[config.mk]
export PLATFORM = sky130hd
export DESIGN_NAME = battery_charge_gauge_core
export DESIGN_NICKNAME = d
export VERILOG_FILES = /design/src/rtl/bcg_pkg.sv /design/src/rtl/bcg_div.sv /design/src/rtl/battery_charge_gauge_core.sv
export SDC_FILE = /design/constraint.sdc
export NUM_CORES = 1
export LEC_CHECK = 0
export ABC_CLOCK_PERIOD_IN_PS = 9300
export BUFFER_PORTS_ARGS = -buffer_cell sky130_fd_sc_hd__buf_2
export CORE_ASPECT_RATIO = 0.7
export CORE_MARGIN = 1
export CORE_UTILIZATION = 50
export DETAILED_ROUTE_END_ITERATION = 10
export PLACE_DENSITY_LB_ADDON = 0.05
export SLEW_MARGIN = 20
export SYNTH_ARGS = -nofsm -noshare
export SYNTH_HDL_FRONTEND = slang
export SYNTH_SLANG_ARGS = --single-unit
[constraint.sdc]
create_clock -name clk -period 9.3 [get_ports clk]
set_input_delay 0.93 -clock clk [delete_from_list [all_inputs] [get_ports clk]]
set_output_delay 0.93 -clock clk [all_outputs]
set_load 0.02 [all_outputs]
[src/rtl/bcg_pkg.sv]
// Shared types, constants and discharge curve tables for the battery charge gauge.
package bcg_pkg;

  localparam int REG_W   = 14;
  localparam int NUM_W   = 25;
  localparam int QUO_W   = 11;
  localparam int STEP_W  = 4;
  localparam int PCT_W   = 7;
  localparam int IDX_W   = 4;
  localparam int CURVE_POINTS = 11;

  localparam logic [1:0] REG_EMPTY_MV = 2'd0;
  localparam logic [1:0] REG_FULL_MV  = 2'd1;

  localparam logic [REG_W-1:0] EMPTY_MV_RST    = 14'd6600;
  localparam logic [REG_W-1:0] FULL_MV_RST     = 14'd8350;
  localparam logic [REG_W-1:0] CURVE_BOTTOM_MV = 14'd6600;
  localparam logic [REG_W:0]   MIN_SPAN_MV     = 15'd100;
  localparam logic [QUO_W-1:0] SCALE_K         = 11'd1750;

  localparam logic [STEP_W-1:0] SCALE_STEPS = 4'd11;
  localparam logic [STEP_W-1:0] PCT_STEPS   = 4'd4;

  localparam logic [PCT_W-1:0] PCT_FULL   = 7'd100;
  localparam logic [PCT_W-1:0] PCT_EMPTY  = 7'd0;
  localparam logic [PCT_W-1:0] LOW_ENTER  = 7'd10;
  localparam logic [PCT_W-1:0] LOW_EXIT   = 7'd12;

  localparam logic [REG_W-1:0] CURVE_MV [CURVE_POINTS] = '{
    14'd8350, 14'd8200, 14'd8050, 14'd7900, 14'd7750, 14'd7600,
    14'd7450, 14'd7300, 14'd7100, 14'd6900, 14'd6600
  };
  localparam logic [PCT_W-1:0] CURVE_PCT [CURVE_POINTS] = '{
    7'd100, 7'd95, 7'd85, 7'd75, 7'd62, 7'd50, 7'd38, 7'd24, 7'd10, 7'd3, 7'd0
  };

  typedef enum logic [2:0] {
    ST_IDLE,
    ST_MUL,
    ST_DIV_SCALE,
    ST_SEG,
    ST_DIV_PCT,
    ST_FIN
  } state_t;

  typedef struct packed {
    logic              start;
    logic [STEP_W-1:0] steps;
  } div_ctl_t;

endpackage

[src/rtl/bcg_div.sv]
// Restoring divider producing one quotient bit per cycle.
module bcg_div (
  input  logic                         clk,
  input  logic                         rst_n,
  input  bcg_pkg::div_ctl_t            ctl,
  input  logic [bcg_pkg::NUM_W-1:0]    numerator,
  input  logic [bcg_pkg::REG_W-1:0]    divisor,
  output logic                         done,
  output logic [bcg_pkg::QUO_W-1:0]    quotient
);

  logic                          busy_r, busy_nxt;
  logic                          done_r, done_nxt;
  logic [bcg_pkg::STEP_W-1:0]    cnt_r, cnt_nxt;
  logic [bcg_pkg::NUM_W-1:0]     rem_r, rem_nxt;
  logic [bcg_pkg::NUM_W-1:0]     dsh_r, dsh_nxt;
  logic [bcg_pkg::QUO_W-1:0]     quo_r, quo_nxt;
  logic                          fits;

  assign fits = (rem_r >= dsh_r);

  always_comb begin
    busy_nxt = busy_r;
    done_nxt = 1'b0;
    cnt_nxt  = cnt_r;
    rem_nxt  = rem_r;
    dsh_nxt  = dsh_r;
    quo_nxt  = quo_r;
    if (ctl.start) begin
      busy_nxt = 1'b1;
      cnt_nxt  = ctl.steps - 4'd1;
      rem_nxt  = numerator;
      dsh_nxt  = bcg_pkg::NUM_W'(divisor) << (ctl.steps - 4'd1);
      quo_nxt  = '0;
    end else if (busy_r) begin
      rem_nxt = fits ? (rem_r - dsh_r) : rem_r;
      quo_nxt = {quo_r[bcg_pkg::QUO_W-2:0], fits};
      dsh_nxt = dsh_r >> 1;
      cnt_nxt = cnt_r - 4'd1;
      if (cnt_r == '0) begin
        busy_nxt = 1'b0;
        done_nxt = 1'b1;
      end
    end
  end

  always_ff @(posedge clk) begin
    if (!rst_n) begin
      busy_r <= 1'b0;
      done_r <= 1'b0;
    end else begin
      busy_r <= busy_nxt;
      done_r <= done_nxt;
    end
  end

  always_ff @(posedge clk) begin
    cnt_r <= cnt_nxt;
    rem_r <= rem_nxt;
    dsh_r <= dsh_nxt;
    quo_r <= quo_nxt;
  end

  assign done     = done_r;
  assign quotient = quo_r;

endmodule

[src/rtl/battery_charge_gauge_core.sv]
// Battery state of charge gauge: top level with sequencer, scaling and low flag.
//
// Usage: one request on in_* carries a voltage sample in millivolts; one
// result on out_* carries the charge percent and the debounced low flag.
// cfg_* writes the calibration window: index 0 empty_mv, index 1 full_mv;
// other indexes are dropped. cfg_ready is always high; write only when idle.
// A sample at or beyond the window or with a narrow window goes straight
// to the finish state; otherwise the work runs a bit-serial scaling multiply,
// the shared serial divider for the window rescale, a segment lookup, the
// same divider for the rounded interpolation, and a finish state.
// One request is in work at a time; the next is accepted once the previous
// result sits in the output register. A stalled receiver delays work
// only when a second result is ready to leave.
// Reset restores empty_mv 6600 and full_mv 8350, clears the low run count
// and the low flag, and drops any request in work.
// While out_ready is low the result holds on the outputs and the low state
// advances only when that result is loaded.
module battery_charge_gauge_core #(
  parameter int VOLT_BITS   = 14,
  parameter int LOW_SAMPLES = 3
) (
  input  logic                              clk,
  input  logic                              rst_n,
  input  logic                              in_valid,
  output logic                              in_ready,
  input  logic [VOLT_BITS-1:0]              in_voltage_mv,
  output logic                              out_valid,
  input  logic                              out_ready,
  output logic [bcg_pkg::PCT_W-1:0]         out_charge_percent,
  output logic                              out_battery_low,
  input  logic                              cfg_valid,
  output logic                              cfg_ready,
  input  logic [1:0]                        cfg_index,
  input  logic [bcg_pkg::REG_W-1:0]         cfg_data
);

  localparam int VW = (VOLT_BITS > bcg_pkg::REG_W) ? VOLT_BITS : bcg_pkg::REG_W;
  localparam logic [1:0] LOW_MAX = 2'(LOW_SAMPLES);

  bcg_pkg::state_t state_r, state_nxt;

  logic [bcg_pkg::REG_W-1:0]  empty_r, full_r;
  logic [1:0]                 run_r, run_nxt;
  logic                       lat_r, lat_nxt;
  logic                       out_valid_r;
  logic [bcg_pkg::PCT_W-1:0]  out_pct_r;
  logic                       out_low_r;

  logic [bcg_pkg::REG_W-1:0]  d_r, d_nxt;
  logic [bcg_pkg::REG_W-1:0]  span_r, span_nxt;
  logic [bcg_pkg::NUM_W-1:0]  acc_r, acc_nxt;
  logic [3:0]                 cnt_r, cnt_nxt;
  logic [bcg_pkg::REG_W-1:0]  c_r, c_nxt;
  logic [bcg_pkg::PCT_W-1:0]  lo_pct_r, lo_pct_nxt;
  logic [bcg_pkg::PCT_W-1:0]  pct_r, pct_nxt;
  logic                       trivial_full, trivial_zero;

  logic                       in_fire, load_out;
  logic [VW-1:0]              v_ext, full_ext, empty_ext;
  logic [bcg_pkg::NUM_W-1:0]  mul_sum;

  logic [bcg_pkg::IDX_W-1:0]  seg_idx;
  logic [bcg_pkg::REG_W-1:0]  seg_lo_mv, seg_hi_mv;
  logic [9:0]                 seg_len;
  logic [8:0]                 seg_off;
  logic [3:0]                 seg_dp;
  logic [12:0]                seg_prod;
  logic [14:0]                seg_num;

  bcg_pkg::div_ctl_t          div_ctl;
  logic [bcg_pkg::NUM_W-1:0]  div_num;
  logic [bcg_pkg::REG_W-1:0]  div_den;
  logic                       div_done;
  logic [bcg_pkg::QUO_W-1:0]  div_quo;
  logic [bcg_pkg::PCT_W-1:0]  pct_sum;

  bcg_div u_div (
    .clk       (clk),
    .rst_n     (rst_n),
    .ctl       (div_ctl),
    .numerator (div_num),
    .divisor   (div_den),
    .done      (div_done),
    .quotient  (div_quo)
  );

  assign in_fire  = in_valid && in_ready;
  assign load_out = (state_r == bcg_pkg::ST_FIN) && (!out_valid_r || out_ready);

  assign v_ext     = VW'(in_voltage_mv);
  assign full_ext  = VW'(full_r);
  assign empty_ext = VW'(empty_r);
  assign trivial_full = (v_ext >= full_ext);
  assign trivial_zero = (v_ext <= empty_ext) ||
                        ({1'b0, full_r} <= ({1'b0, empty_r} + bcg_pkg::MIN_SPAN_MV));

  assign mul_sum = {acc_r[bcg_pkg::NUM_W-2:0], 1'b0} +
                   (bcg_pkg::SCALE_K[cnt_r] ? bcg_pkg::NUM_W'(d_r) : '0);

  always_comb begin
    seg_idx = 4'(bcg_pkg::CURVE_POINTS - 2);
    for (int i = bcg_pkg::CURVE_POINTS - 2; i >= 0; i--) begin
      if (c_r >= bcg_pkg::CURVE_MV[i+1]) seg_idx = 4'(i);
    end
  end

  always_comb begin
    seg_lo_mv = bcg_pkg::CURVE_MV[seg_idx + 4'd1];
    seg_hi_mv = bcg_pkg::CURVE_MV[seg_idx];
    seg_len   = 10'(seg_hi_mv - seg_lo_mv);
    seg_off   = 9'(c_r - seg_lo_mv);
    seg_dp    = 4'(bcg_pkg::CURVE_PCT[seg_idx] - bcg_pkg::CURVE_PCT[seg_idx + 4'd1]);
    seg_prod  = 13'(seg_off) * 13'(seg_dp);
    seg_num   = {1'b0, seg_prod, 1'b0} + 15'(seg_len);
  end

  assign pct_sum = lo_pct_r + 7'(div_quo[3:0]);

  always_comb begin
    state_nxt = state_r;
    unique case (state_r)
      bcg_pkg::ST_IDLE: begin
        if (in_fire) begin
          state_nxt = (trivial_full || trivial_zero) ? bcg_pkg::ST_FIN : bcg_pkg::ST_MUL;
        end
      end
      bcg_pkg::ST_MUL: begin
        if (cnt_r == 4'd0) state_nxt = bcg_pkg::ST_DIV_SCALE;
      end
      bcg_pkg::ST_DIV_SCALE: begin
        if (div_done) state_nxt = bcg_pkg::ST_SEG;
      end
      bcg_pkg::ST_SEG: begin
        state_nxt = bcg_pkg::ST_DIV_PCT;
      end
      bcg_pkg::ST_DIV_PCT: begin
        if (div_done) state_nxt = bcg_pkg::ST_FIN;
      end
      bcg_pkg::ST_FIN: begin
        if (load_out) state_nxt = bcg_pkg::ST_IDLE;
      end
      default: state_nxt = bcg_pkg::ST_IDLE;
    endcase
  end

  always_comb begin
    in_ready      = (state_r == bcg_pkg::ST_IDLE);
    cfg_ready     = 1'b1;
    div_ctl.start = 1'b0;
    div_ctl.steps = bcg_pkg::SCALE_STEPS;
    div_num       = mul_sum;
    div_den       = span_r;
    unique case (state_r)
      bcg_pkg::ST_MUL: begin
        div_ctl.start = (cnt_r == 4'd0);
      end
      bcg_pkg::ST_SEG: begin
        div_ctl.start = 1'b1;
        div_ctl.steps = bcg_pkg::PCT_STEPS;
        div_num       = bcg_pkg::NUM_W'(seg_num);
        div_den       = bcg_pkg::REG_W'({seg_len, 1'b0});
      end
      default: ;
    endcase
  end

  always_comb begin
    d_nxt      = d_r;
    span_nxt   = span_r;
    acc_nxt    = acc_r;
    cnt_nxt    = cnt_r;
    c_nxt      = c_r;
    lo_pct_nxt = lo_pct_r;
    pct_nxt    = pct_r;
    case (state_r)
      bcg_pkg::ST_IDLE: begin
        if (in_fire) begin
          d_nxt    = bcg_pkg::REG_W'(v_ext - empty_ext);
          span_nxt = full_r - empty_r;
          acc_nxt  = '0;
          cnt_nxt  = 4'(bcg_pkg::QUO_W - 1);
          pct_nxt  = trivial_full ? bcg_pkg::PCT_FULL : bcg_pkg::PCT_EMPTY;
        end
      end
      bcg_pkg::ST_MUL: begin
        acc_nxt = mul_sum;
        cnt_nxt = cnt_r - 4'd1;
      end
      bcg_pkg::ST_DIV_SCALE: begin
        if (div_done) c_nxt = bcg_pkg::CURVE_BOTTOM_MV + bcg_pkg::REG_W'(div_quo);
      end
      bcg_pkg::ST_SEG: begin
        lo_pct_nxt = bcg_pkg::CURVE_PCT[seg_idx + 4'd1];
      end
      bcg_pkg::ST_DIV_PCT: begin
        if (div_done) begin
          pct_nxt = (pct_sum > bcg_pkg::PCT_FULL) ? bcg_pkg::PCT_FULL : pct_sum;
        end
      end
      default: ;
    endcase
  end

  always_comb begin
    run_nxt = run_r;
    lat_nxt = lat_r;
    if (pct_r < bcg_pkg::LOW_ENTER) begin
      if (run_r < LOW_MAX) run_nxt = run_r + 2'd1;
    end else begin
      run_nxt = 2'd0;
    end
    if (!lat_r && (run_nxt >= LOW_MAX)) begin
      lat_nxt = 1'b1;
    end else if (lat_r && (pct_r >= bcg_pkg::LOW_EXIT)) begin
      lat_nxt = 1'b0;
    end
  end

  always_ff @(posedge clk) begin
    if (!rst_n) begin
      state_r     <= bcg_pkg::ST_IDLE;
      empty_r     <= bcg_pkg::EMPTY_MV_RST;
      full_r      <= bcg_pkg::FULL_MV_RST;
      run_r       <= 2'd0;
      lat_r       <= 1'b0;
      out_valid_r <= 1'b0;
    end else begin
      state_r <= state_nxt;
      if (cfg_valid && cfg_ready) begin
        unique case (cfg_index)
          bcg_pkg::REG_EMPTY_MV: empty_r <= cfg_data;
          bcg_pkg::REG_FULL_MV:  full_r  <= cfg_data;
          default: ;
        endcase
      end
      if (load_out) begin
        run_r       <= run_nxt;
        lat_r       <= lat_nxt;
        out_valid_r <= 1'b1;
      end else if (out_ready) begin
        out_valid_r <= 1'b0;
      end
    end
  end

  always_ff @(posedge clk) begin
    d_r      <= d_nxt;
    span_r   <= span_nxt;
    acc_r    <= acc_nxt;
    cnt_r    <= cnt_nxt;
    c_r      <= c_nxt;
    lo_pct_r <= lo_pct_nxt;
    pct_r    <= pct_nxt;
    if (load_out) begin
      out_pct_r <= pct_r;
      out_low_r <= lat_nxt;
    end
  end

  assign out_valid          = out_valid_r;
  assign out_charge_percent = out_pct_r;
  assign out_battery_low    = out_low_r;

endmodule
* After elaboration in Yosys (flattened, before gate mapping)
Memory sizes are Yosys's and may differ from the RTL's. A register that Yosys moved wholly into a read port is not among the register bits.
Index checks and enable logic that the tools add are counted.
** Word-level totals
- Bits in read-only memories :: 688
- Logic and storage cells :: 164
- Memories kept :: 5
- Register bits :: 194
- Input bits :: 35
- Memory bits (writable) :: 0
- Latch bits :: 0
** Cells by class
- $lt $le $gt $ge :: 21
- Bitwise gates (word level) :: 4
- Shift-type cells :: 1
- $add $sub $neg :: 16
- Eq/ne operators :: 11
- Multipliers :: 1
- Divide/modulo/power cells :: 0
- Reductions and logical operators :: 27
- Muxes and demuxes :: 57
** Memories
- (name not given) :: words 16, width 14, rd ports 1, clocked after memory_dff 0, write ports 0, line battery_charge_gauge_core.sv:109 : seg_hi_mv = bcg_pkg::CURVE_MV[seg_idx];
- (name not given) :: words 16, width 14, rd ports 1, clocked after memory_dff 0, write ports 0, line battery_charge_gauge_core.sv:108 : seg_lo_mv = bcg_pkg::CURVE_MV[seg_idx + 4'd1];
- (name not given) :: words 16, width 7, rd ports 1, clocked after memory_dff 0, write ports 0, line battery_charge_gauge_core.sv:193 : lo_pct_nxt = bcg_pkg::CURVE_PCT[seg_idx + 4'd1];
- (name not given) :: words 16, width 7, rd ports 1, clocked after memory_dff 0, write ports 0, line battery_charge_gauge_core.sv:112 : seg_dp = 4'(bcg_pkg::CURVE_PCT[seg_idx] - bcg_pkg::CURVE_PCT[seg_idx + 4'd1]);
- (name not given) :: words 16, width 1, rd ports 1, clocked after memory_dff 1, write ports 0, line battery_charge_gauge_core.sv:98 : (bcg_pkg::SCALE_K[cnt_r] ? bcg_pkg::NUM_W'(d_r) : '0);
** Operators with widths (count)
- $mux 25 :: 6
- $ge 14x13->1 const B :: 8
- $mux 4 :: 15
- $pmux 24 s2 :: 1
- $mux 7 :: 6
- $mux 10 :: 4
- $mux 14 :: 2
- $sub 14x14->14 :: 2
- $add 25x14->25 :: 1
- $ge 25x25->1 :: 1
- $shl 14x4->25 :: 1
- $sub 25x25->25 :: 1
- $mux 24 :: 1
- $mux 3 :: 6
- $pmux 3 s6 :: 1
- $add 14x10->15 :: 1
- $add 14x7->15 const B :: 1
- $le 14x15->1 :: 1
- $add 13x11->14 const A :: 1
- $ge 14x14->1 :: 1
- $ge 14x14->1 const B :: 1
- $le 14x14->1 :: 1
- $pmux 7 s2 :: 1
- $mul 9x4->13 :: 1
- other kinds (37) :: 73

* Longest topological paths before layout
Gate-level depths: netlist (run 1).
- Word-level depth :: 20
- Depth in mapped cells :: 38
- Depth with buffers taken out :: 36

* By module
A second synthesis (run 1) with hierarchy kept.
** Second synthesis, totals
- Cell total of the unflattened synthesis :: 1802
- Area total of the unflattened synthesis :: 15895.2 sq um
** Modules (own cells, without submodules)
- battery_charge_gauge_core :: cells each 1272, area each 11044.3 sq um, seq. area each 3483.3 sq um, times used 1
- bcg_div :: cells each 530, area each 4850.9 sq um, seq. area each 1881.8 sq um, times used 1

* Least setup slack after synthesis (run 1)
No wires, ideal clock.
- Path kind :: register to register
- From :: register c_r[7] in the netlist's numbering
- To :: register u_div.rem_r[14] in the netlist's numbering (data pin)
- Data arrival time :: 7.886 ns
- Setup slack :: 1.155 ns
- Cell stages (with the launch flop) :: 37
- Path buffers :: 3
- Cell sequence :: edfxtp_1 buf_6 a21o_1 a311oi_1 a21o_1 buf_2 o221a_2 nor2_2 nor2_2 inv_2 ha_1 nor3_2 or2_4 clkbuf_1 nor2_1 o31ai_1 ha_1 a21o_1 a21oi_1 xnor2_1 xnor2_1 nand2b_1 fa_1 fa_1 inv_1 fa_1 a21o_1 a21oi_1 o21bai_1 a21oi_1 xnor2_1 ha_1 a21o_1 a31o_2 nand3_1 nor3b_1 a211o_1
** On the way
- Cells in the longest elaborated chain, start to end :: 20
- Elaborated cells on any way between the ends :: 40
- Those cells by class :: add/sub: 5; mul: 1; order compare: 9; mux: 19; bitwise: 2; memory: 4
** RTL lines
- from (decl) :: line battery_charge_gauge_core.sv:53 : logic [bcg_pkg::REG_W-1:0] c_r, c_nxt;
- from (signal assigned) :: line battery_charge_gauge_core.sv:251 : c_r <= c_nxt;
- $ge 14x13->1 :: line battery_charge_gauge_core.sv:103 : if (c_r >= bcg_pkg::CURVE_MV[i+1]) seg_idx = 4'(i);
- $mux 1 :: line battery_charge_gauge_core.sv:103
- $mux 4 (8 in a row) :: line battery_charge_gauge_core.sv:103
- $add 4x1->4 :: line battery_charge_gauge_core.sv:108, battery_charge_gauge_core.sv:112
- $not 4->5 (implied by the code) :: line battery_charge_gauge_core.sv:108, battery_charge_gauge_core.sv:112
- $mem_v2 16x14 or $mem_v2 16x7 (tied branches)
- $mux 10 (implied by the code) or $mux 7 (tied branches) (2 in a row)
- $sub 9x9->9 or $sub 4x4->4 (tied branches) :: line battery_charge_gauge_core.sv:111, battery_charge_gauge_core.sv:112
- $mul 9x4->13 :: line battery_charge_gauge_core.sv:113 : seg_prod = 13'(seg_off) * 13'(seg_dp);
- $add 14x10->15 * :: line battery_charge_gauge_core.sv:114 : seg_num = {1'b0, seg_prod, 1'b0} + 15'(seg_len);
- $mux 25 * :: line battery_charge_gauge_core.sv:153 : unique case (state_r)
- $mux 25 * :: line bcg_div.sv:29 : if (ctl.start) begin
- named net u_div.rem_nxt, one bit :: line bcg_div.sv:15 : logic [bcg_pkg::NUM_W-1:0] rem_r, rem_nxt;
- to (signal assigned) :: line bcg_div.sv:59 : rem_r <= rem_nxt;
- to (decl) :: line bcg_div.sv:15
Mark *: on every way through the listed nets, which the timed path passes. The rest lies on a longest branch. The select of a mux whose other input is x is not followed.
A chain may end at the register's enable or synchronous reset.

* Worst setup path after layout (run 1)
- From :: register c_r[8] in the netlist's numbering
- To :: register u_div.rem_r[14] in the netlist's numbering (data pin)
Same word-level chain as after synthesis.

==> results of run 1 <==
## synth_stat cells, types with 7 or more instances
master	instances	area [um^2]
nand3_1	26	130.1
dfxtp_1	49	980.9
a211oi_1	11	82.58
o31ai_1	7	52.55
or2_2	9	56.30
a31oi_1	10	62.56
a21oi_1	97	485.5
or3_1	12	75.07
inv_1	148	555.5
xor2_1	34	297.8
nand4_1	14	87.58
nand2b_1	18	112.6
xnor2_1	73	639.4
nor2_1	163	611.8
clkbuf_1	33	123.9
mux2i_1	16	160.2
and2_1	29	181.4
o21bai_1	7	52.55
nor4_1	12	75.07
a2111oi_0	8	70.07
o211ai_1	26	195.2
o21a_1	12	90.09
edfxtp_1	146	4384
o21ai_0	83	415.4
ha_1	151	1889
a21o_1	34	255.2
nand3b_1	11	82.58
nor2b_1	20	125.1
nand2_1	144	540.5
a211o_1	8	70.07
o221ai_1	11	96.34
o22ai_1	12	75.07
fa_1	23	460.4
and3_1	16	100.1
nor3_1	33	165.2
a21boi_0	26	195.2
## flip-flops by register name (all words and copies together), names as in the netlist, 2 cells and up, named ones only
register	cells
full_ext	14
u_div.rem_r	25
u_div.dsh_r	25
pct_r	7
empty_ext	14
u_div.cnt_r	4
span_r	14
lo_pct_r	7
run_r	2
state_r	3
cnt_r	4
out_charge_percent	7
d_r	14
c_r	14
u_div.quotient	11
acc_r	24
## cell type report
type | count | area (um^2) | area share
Clock inverter | 14 | 140.1 | 0.008584
Clock buffer | 18 | 450.4 | 0.02759
Sequential cell | 195 | 5365 | 0.3286
Timing Repair Buffer | 63 | 362.8 | 0.02223
Tap cell | 378 | 473.0 | 0.02897
Multi-Input combinational cell | 1257 | 8967 | 0.5493
Inverter | 151 | 566.8 | 0.03472
## worst paths after layout
path         slack (ns)  startpoint                     to  depth (start not counted)
max                0.65      c_r[8]        u_div.rem_r[14]                         33
min                0.45    pct_r[4]  out_charge_percent[4]                          0
max reg2reg        0.65      c_r[8]        u_div.rem_r[14]                         33
min reg2reg        0.45    pct_r[4]  out_charge_percent[4]                          0
## cell families (layout without fill, tap and decap cells)
group                    count (synthesis)  after routing
multiplexers                            20             20
adder cells (fa/ha/maj)                174            174
buffers and inverters                  196            246
flip-flops                             195            195
other                                    2              2
AND/OR/NAND/NOR                        534            534
XOR/XNOR                               107            107
AO/OA/AOI/OAI                          420            420
## metrics by stage
step / hold WS [ns] / instances
floorplan: 0.4003 / 1648
global placement: 0.4357 / 2044
detailed placement: 0.4135 / 2044
CTS: 0.4496 / 2076
global route: 0.4618 / 2076
finish: 0.4492 / 2076
## per-layer routing
layer	wire length, um	GRT usage	vias up
met5	0	0	-
met4	267	0.04522	0
met3	2889	0.05772	17
met2	14650	0.3350	392
met1	21140	0.4270	5686
li1	-	-	6006
## what timing repair did
item / 4_1_cts / 5_1_grt
endpoints found under the hold margin: 0 / 0
setup endpoints to repair: 0 / 4
gates resized for setup: 0 / 2
## worst max-delay path: cells and delay by family (launching register included)
family / cells / cell delay [ns]
AND/OR/NAND/NOR: 10 / 2.00
adder cells (fa/ha/maj): 6 / 2.41
buffers and inverters: 2 / 0.26
XOR/XNOR: 3 / 0.46
flip-flops: 1 / 0.56
AO/OA/AOI/OAI: 12 / 2.67
## placed cells by master (no fill, tap or decap), types with 32 or more instances in the layout
master,count
nor2_1,163
ha_1,151
inv_1,147
edfxtp_1,146
nand2_1,144
a21oi_1,97
o21ai_0,83
xnor2_1,72
dfxtp_1,49
buf_2,44
xor2_1,34
a21o_1,33
nor3_1,32
## where the power goes
group / switching, W / total (W) / internal [W]
Clock: 0.000367 / 0.000739 / 0.000372
Combinational: 0.000545 / 0.000864 / 0.000319
Sequential: 0.0000914 / 0.00121 / 0.00112
Total: 0.00100 / 0.00281 / 0.00181
==> key figures, run 1 <==
STA
  • Final setup margin: 0.6526 ns
  • Max transition margin: 0.2898
  • Setup TNS: 0 ns
  • Hold Vio Cnt, Final: 0
  • F_max: 115.6 MHz
  • Final period util: 0.9298
  • RSZ-0062 raised after global routing: no
  • Crit path time final: 8.647 ns
  • Final Setup Violations: 0
  • Worst Clk Skew: 0.01350 ns
  • Tightest Pin Transition: 1.060 ns
  • Final Max Tran Viols: 0

Detailed routing
  • Antenna Violating Nets Remaining: 0
  • Post-DR wirelength/cell: 18.76 um
  • DRT iter0 DRCs: 1194
  • Drt drc: 0
  • Vias/cell: 5.829
  • Pre-antenna DRT Iters: 5
  • Via count: 12100
  • Routed WL: 38.94 mm

Place
  • Hpwl dp: 30.55 mm
  • Place WS: 0.6158 ns
  • Buffers on Ports: 44
  • Dpl cell area: 0.01572 mm^2
  • GPL Wtd Cong: 0.9085

Critical path
  • Crit end category: register
  • Worst EP required: 9.51 ns
  • Crit Path Max Fanout: 13
  • Setup CP Type: reg2reg
  • CP peak stage delay: 0.56 ns
  • Slowest-stage cell, CP: edfxtp_1
  • CP startpoint kind: register
  • Data arrival, critical path: 8.86 ns

Global route
  • First-pass GRT wire length: 61.57 mm
  • Gr ovfl total: 0
  • Total GRT Usage: 0.2587
  • Initial antenna violation count: 0
  • Largest net degree at the start of global routing: 60
  • Number of global-route vias before repair: 11110

Clocking
  • Clk_lat worst skew: 0.45 ns
  • Max clock buf depth: 2
  • CTS H-Tree Depth: 4
  • CTS sink cnt: 195
  • CTS Buf Count: 17
  • # Post-CTS Setup Buffers: 0
  • Hold-fix buffers, CTS: 0
  • CTS tree: built
  • Clock root buffer: clkbuf_16
  • Worst-path clk slew: 0.08 ns

Power and ir drop
  • Max VDD drop: 0.1296 mV
  • Power Density: 172.1 mW/mm^2
  • Leakage: 6.626 nW
  • Tot Pwr: 0.002810 W

Die
  • Die Span X: 209.4 um
  • Core area: 0.02928 mm^2
  • I/O pins: 46
  • Die Area: 0.03083 mm^2
  • Die Ht: 147.2 um
  • Rows: 52
  • Starting density of the core: 0.5144

Final layout
  • Area delta synth->final: 8.390%
  • Share of layout cells above drive strength 1: 0.08304
  • Fin util: 0.5576
  • Nets@finish: 1894
  • Final Cell Area: 0.01633 mm^2
  • # diodes: 0
  • FILL cells: 2650

Run status
  • Outcome: complete, no violations

Synth
  • Ys flop type: edfxtp_1
  • Adder-Cell Fraction of Synth Area: 0.1560
  • Dominant combinational cell family by area after synthesis: compound AO/OA/AOI/OAI gates
  • EDFF count, synth: 146
  • #FFs+latches synth: 195
  • Yosys warns: 0
  • Post-synthesis compound-gate area fraction: 0.1906
  • Multiplexer area fraction after synthesis: 0.01362
  • Synth Net Count: 1857
  • Synthesized cell area: 0.01506 mm^2
  • Synthesized instance count: 1648
  • Asr flop ratio synth: 0
  • Netlist cell types: 96
  • Post-Synth XOR/XNOR Area: 0.06222
  • Avg Inst Size Synth: 9.140 um^2
  • Seq/Total Area, Yosys: 0.3562
  • Synth Area in Simple Gates: 0.1699

Job
  • Max_cap viols: 0

Min path
  • Hold Path Class: reg2reg
Note: power is estimated with default switching activity, not from simulation.
==> run 2: changes to the inputs <==
Settings changed: CELL_PAD_IN_SITES_DETAIL_PLACEMENT from default to 1, CELL_PAD_IN_SITES_GLOBAL_PLACEMENT from default to 2, CORE_UTILIZATION 50 to 41.
==> key figures, run 2 (synthesis gave the netlist of run 1 again) <==
Die
  • I/O pins: 46 (unchanged)
  • Die Span X: 231.1 um (was 209.4 um)
  • Starting density of the core: 0.4176 (was 0.5144)
  • Die Area: 0.03752 mm^2 (was 0.03083 mm^2)
  • Die Ht: 162.4 um (was 147.2 um)
  • Core area: 0.03607 mm^2 (was 0.02928 mm^2)
  • Rows: 58 (was 52)

Detailed routing
  • DRT iter0 DRCs: 709 (was 1194)
  • Antenna Violating Nets Remaining: 0 (unchanged)
  • Post-DR wirelength/cell: 20.78 um (was 18.76 um)
  • Vias/cell: 5.656 (was 5.829)
  • Pre-antenna DRT Iters: 4 (was 5)
  • Via count: 12310 (was 12100)
  • Routed WL: 45.23 mm (was 38.94 mm)
  • Drt drc: 0 (unchanged)

Power and ir drop
  • Max VDD drop: 0.1105 mV (was 0.1296 mV)
  • Power Density: 173.8 mW/mm^2 (was 172.1 mW/mm^2)
  • Leakage: 6.627 nW (was 6.626 nW)

Final layout
  • Nets@finish: 1893 (was 1894)
  • Commonest non-fill, non-tap cells in the layout: nor2_1 (162), ha_1 (151), inv_1 (148), edfxtp_1 (146), nand2_1 (144) (was nor2_1 (163), ha_1 (151), inv_1 (147), edfxtp_1 (146), nand2_1 (144))
  • Commonest non-fill, non-tap cell in the layout: nor2_1 (unchanged)
  • Area delta synth->final: 9.321% (was 8.390%)
  • Largest regs: u_div.dsh_r: 25 flops, u_div.rem_r: 25 flops, acc_r: 24 flops (unchanged)
  • Share of layout cells above drive strength 1: 0.08191 (was 0.08304)
  • Non-Filler Instances: 2177 (was 2076)
  • # diodes: 0 (unchanged)
  • FILL cells: 4122 (was 2650)

Critical path
  • CP startpoint kind: register (unchanged)
  • Setup CP Type: reg2reg (unchanged)
  • CP peak stage delay: 0.61 ns (was 0.56 ns)
  • Crit Path Max Fanout: 13 (unchanged)
  • Crit end category: register (unchanged)
  • Data arrival, critical path: 8.85 ns (was 8.86 ns)
  • Flop2flop setup slack: 0.68 ns (was 0.65 ns)
  • Slowest-stage cell, CP: edfxtp_1 (unchanged)
  • Worst EP required: 9.53 ns (was 9.51 ns)
  • Cell mode on critical path: a21o_1

STA
  • Final Setup Violations: 0 (unchanged)
  • Hold Vio Cnt, Final: 0 (unchanged)
  • Final period util: 0.9270 (was 0.9298)
  • Tightest Pin Transition: 1.065 ns (was 1.060 ns)
  • Crit path time final: 8.621 ns (was 8.647 ns)
  • F_max: 116.0 MHz (was 115.6 MHz)
  • Worst Clk Skew: 0.01556 ns (was 0.01350 ns)
  • Max transition margin: 0.2886 (was 0.2898)
  • RSZ-0062 raised after global routing: no (unchanged)
  • Setup TNS: 0 ns (unchanged)
  • Final Max Tran Viols: 0 (unchanged)

Place
  • Buffers on Ports: 44 (unchanged)
  • Placed Cells: 2145 (was 2044)
  • Hpwl dp: 35.69 mm (was 30.55 mm)
  • GPL Wtd Cong: 0.8784 (was 0.9085)

Clocking
  • Hold-fix buffers, CTS: 0 (unchanged)
  • CTS Buf Count: 17 (unchanged)
  • Max clock buf depth: 2 (unchanged)
  • CTS sink cnt: 195 (unchanged)
  • Clk_lat worst skew: 0.47 ns (was 0.45 ns)
  • CTS tree: built (unchanged)
  • CTS H-Tree Depth: 4 (unchanged)
  • Worst-path clk slew: 0.08 ns (about the same)
  • Clock root buffer: clkbuf_16 (unchanged)

Run status
  • Outcome: complete, no violations (unchanged)

Global route
  • Initial antenna violation count: 0 (unchanged)
  • First-pass GRT wire length: 70.63 mm (was 61.57 mm)
  • Gr ovfl total: 0 (unchanged)
  • Total GRT Usage: 0.2458 (was 0.2587)
  • Number of global-route vias before repair: 12170 (was 11110)
  • Largest net degree at the start of global routing: 44 (was 60)

Min path
  • Hold Path Class: reg2reg (unchanged)

Job
  • Max_cap viols: 0 (unchanged)
==> run 2: final timing paths <==
check / start / end / cells after the start
setup / recovery: c_r[13] / u_div.rem_r[14] / 32
hold / removal: pct_r[0] / out_charge_percent[0] / 0
setup reg to reg: c_r[13] / u_div.rem_r[14] / 32
hold reg to reg: pct_r[0] / out_charge_percent[0] / 0
==> run 2: report_power, final <==
part           internal [W]  total [W]  switching, W
clock              0.000366   0.000768      0.000401
combinational      0.000320   0.000886      0.000566
sequential          0.00112    0.00121     0.0000926
total               0.00180    0.00286       0.00106
==> run 2: cell type report <==
cell class	instances	area, um^2	area share
inverter	151	566.8	0.03442
clock inverter	15	183.9	0.01117
sequential	195	5365	0.3258
timing repair buffer	62	355.3	0.02158
clock buffer	17	425.4	0.02584
multi-input combinational	1257	8969	0.5447
tap	480	600.6	0.03647
==> run 2: repair_timing <==
action                                  CTS  global route
endpoints found under the setup margin    0             5
resized for setup                         0             1
setup buffers                             0             0
==> run 2: worst max-delay path: cells and delay by family, from the launching register on <==
kind,cells,cell delay (ns)
adder cells (fa/ha/maj),6,2.29
AO/OA/AOI/OAI,13,2.99
flip-flops,1,0.61
XOR/XNOR,3,0.68
AND/OR/NAND/NOR,8,1.50
buffers and inverters,2,0.30
==> run 2: through the flow <==
step | instance area, um^2 | hold slack [ns] | setup WS [ns] | util | power (W)
after global routing | 16470 | 0.4536 | 0.04913 | 0.4565 | 0.003022
after floorplan | 15060 | 0.4003 | 1.155 | - | 0.001804
final | 16470 | 0.4549 | 0.6790 | 0.4565 | 0.002861
after detailed placement | 15840 | 0.4128 | 0.5056 | 0.4393 | 0.002105
after global placement | 15840 | 0.4274 | 0.7010 | 0.4393 | 0.002087
after CTS | 16450 | 0.4500 | 0.4634 | 0.4562 | 0.002883
==> run 2: routing by layer <==
layer	wire [um]	part of all wire	global-route usage	vias to the layer above
met5	0	0	0	-
met4	450	0.0099	0.04696	0
met3	2014	0.045	0.04604	25
met2	17810	0.39	0.3361	219
met1	24960	0.55	0.3934	6074
li1	-	-	-	5996
==> run 3: changes to the inputs <==
Settings changed: MAX_ROUTING_LAYER from default to met4, SLEW_MARGIN 20 to default.
==> key figures, run 3 (synthesis gave the netlist of run 1 again) <==
Clocking
  • CTS sink cnt: 195 (unchanged)
  • CTS tree: built (unchanged)
  • # Post-CTS Setup Buffers: 0 (unchanged)
  • Clock root buffer: clkbuf_16 (unchanged)
  • CTS H-Tree Depth: 4 (unchanged)
  • Worst-path clk slew: 0.08 ns (about the same)
  • Clk_lat worst skew: 0.46 ns (was 0.47 ns)
  • Max clock buf depth: 2 (unchanged)
  • CTS Buf Count: 17 (unchanged)

Final layout
  • # diodes: 0 (unchanged)
  • Area delta synth->final: 9.129% (was 9.321%)
  • Commonest non-fill, non-tap cells in the layout: nor2_1 (162), ha_1 (151), inv_1 (148), edfxtp_1 (146), nand2_1 (144) (unchanged)
  • Nets@finish: 1893 (unchanged)
  • Largest regs: u_div.dsh_r: 25 flops, u_div.rem_r: 25 flops, acc_r: 24 flops (unchanged)
  • Final Cell Area: 0.01644 mm^2 (was 0.01647 mm^2)
  • Commonest non-fill, non-tap cell in the layout: nor2_1 (unchanged)
  • Share of layout cells above drive strength 1: 0.08073 (was 0.08191)

Detailed routing
  • Vias/cell: 5.713 (was 5.656)
  • Via count: 12440 (was 12310)
  • DRT iter0 DRCs: 760 (was 709)
  • Routed WL: 45.08 mm (was 45.23 mm)
  • Post-DR wirelength/cell: 20.71 um (was 20.78 um)
  • Drt drc: 0 (unchanged)
  • Antenna Violating Nets Remaining: 0 (unchanged)
  • Pre-antenna DRT Iters: 5 (was 4)

STA
  • Final Setup Violations: 0 (unchanged)
  • Hold Vio Cnt, Final: 0 (unchanged)
  • Setup TNS: 0 ns (unchanged)
  • F_max: 115.6 MHz (was 116.0 MHz)
  • Max transition margin: 0.2340 (was 0.2886)
  • Fin Hold WS: 0.4488 ns (was 0.4549 ns)
  • Final Max Tran Viols: 0 (unchanged)
  • Final period util: 0.9303 (was 0.9270)
  • Tightest Pin Transition: 1.143 ns (was 1.065 ns)
  • Crit path time final: 8.652 ns (was 8.621 ns)
  • RSZ-0062 raised after global routing: no (unchanged)
  • Worst Clk Skew: 0.01729 ns (was 0.01556 ns)

Place
  • Buffers on Ports: 44 (unchanged)
  • Hpwl dp: 35.34 mm (was 35.69 mm)
  • Dpl cell area: 0.01584 mm^2 (unchanged)
  • GPL Wtd Cong: 0.8827 (was 0.8784)

Min path
  • Worst Hold Launch: pct_r[0] (unchanged)
  • Hold Path Class: reg2reg (unchanged)

Critical path
  • Cell mode on critical path: a21o_1 (unchanged)
  • Crit path buffers/inverters: 2 (unchanged)
  • Setup CP Type: reg2reg (unchanged)
  • Worst EP required: 9.51 ns (was 9.53 ns)
  • CP Launch Point: c_r[13] (unchanged)
  • Data arrival, critical path: 8.87 ns (was 8.85 ns)
  • Delay-heaviest family, CP: compound AO/OA/AOI/OAI gates (unchanged)
  • Reg2reg start: c_r[13] (unchanged)
  • Slowest-stage cell, CP: edfxtp_1 (unchanged)
  • Crit end category: register (unchanged)
  • Crit Path Max Fanout: 13 (unchanged)
  • CP startpoint kind: register (unchanged)
  • CP peak stage delay: 0.61 ns (about the same)

Power and ir drop
  • Power Density: 172.8 mW/mm^2 (was 173.8 mW/mm^2)
  • Max VDD drop: 0.1295 mV (was 0.1105 mV)
  • Leakage: 6.623 nW (was 6.627 nW)

Die
  • I/O pins: 46 (unchanged)
  • Die Span X: 231.1 um (unchanged)
  • Rows: 58 (unchanged)
  • Core area: 0.03607 mm^2 (unchanged)
  • Starting density of the core: 0.4176 (unchanged)
  • Die Area: 0.03752 mm^2 (unchanged)
  • Die Ht: 162.4 um (unchanged)

Global route
  • Initial antenna violation count: 0 (unchanged)
  • Total GRT Usage: 0.2515 (was 0.2458)
  • Largest net degree at the start of global routing: 44 (unchanged)
  • First-pass GRT wire length: 70.55 mm (was 70.63 mm)
  • Gr ovfl total: 0 (unchanged)
  • Number of global-route vias before repair: 12280 (was 12170)

Job
  • Max_cap viols: 0 (unchanged)

Run status
  • Outcome: complete, no violations (unchanged)
## run 3: cell types whose count changed in the layout (fill, tap and decap cells not counted), sizes merged
| cell | delta |
|---|---|
| inv | +2 |
| clkinv | -2 |
| clkbuf | +1 |
| clkinvlp | -1 |
## run 3: path summary, 6_finish.rpt
path,slack [ns],cells after the start,endpoint
max,0.65,32,u_div.rem_r[14]
max reg2reg,0.65,32,u_div.rem_r[14]
min,0.45,0,out_charge_percent[0]
min reg2reg,0.45,0,out_charge_percent[0]
## run 3: repair_timing
item                       CTS  global route
hold buffers                 0             0
resized for setup            0             1
setup endpoints to repair    0             6
## run 3: final cells by class
| type | count | area, um^2 |
|---|---|---|
| clock inverters | 14 | 157.7 |
| repair buffers | 62 | 355.3 |
| fillers | 4123 | 19630 |
| flip-flops and latches | 195 | 5365 |
| multi-input cells | 1257 | 8962 |
| well taps | 480 | 600.6 |
| inverters | 151 | 566.8 |
| clock buffers | 18 | 429.2 |
## run 3: worst register-to-register path: cells and delay by family, from the launching register on
kind / cells / cell delay (ns)
buffers and inverters: 2 / 0.30
AND/OR/NAND/NOR: 8 / 1.55
AO/OA/AOI/OAI: 13 / 3.01
XOR/XNOR: 3 / 0.69
flip-flops: 1 / 0.61
adder cells (fa/ha/maj): 6 / 2.29
## run 3: power by group
part	switching (W)	internal (W)
clock	0.000391	0.000363
combinational	0.000562	0.000320
sequential	0.0000912	0.00112
total	0.00104	0.00180
## run 3: per-layer routing
metal / track usage / share of wire
met1: 0.3981 / 0.56
met2: 0.3340 / 0.39
met3: 0.03554 / 0.043
met4: 0.04335 / 0.0091
met5: - / 0
## run 3: per-stage QoR
stage	setup slack, ns	power (W)	util	instances
after floorplan	1.155	0.001804	-	1648
after global placement	0.7275	0.002085	0.4393	2145
after detailed placement	0.5071	0.002101	0.4393	2145
after CTS	0.4601	0.002872	0.4555	2177
after global routing	0.007583	0.003003	0.4557	2177
final	0.6482	0.002841	0.4557	2177
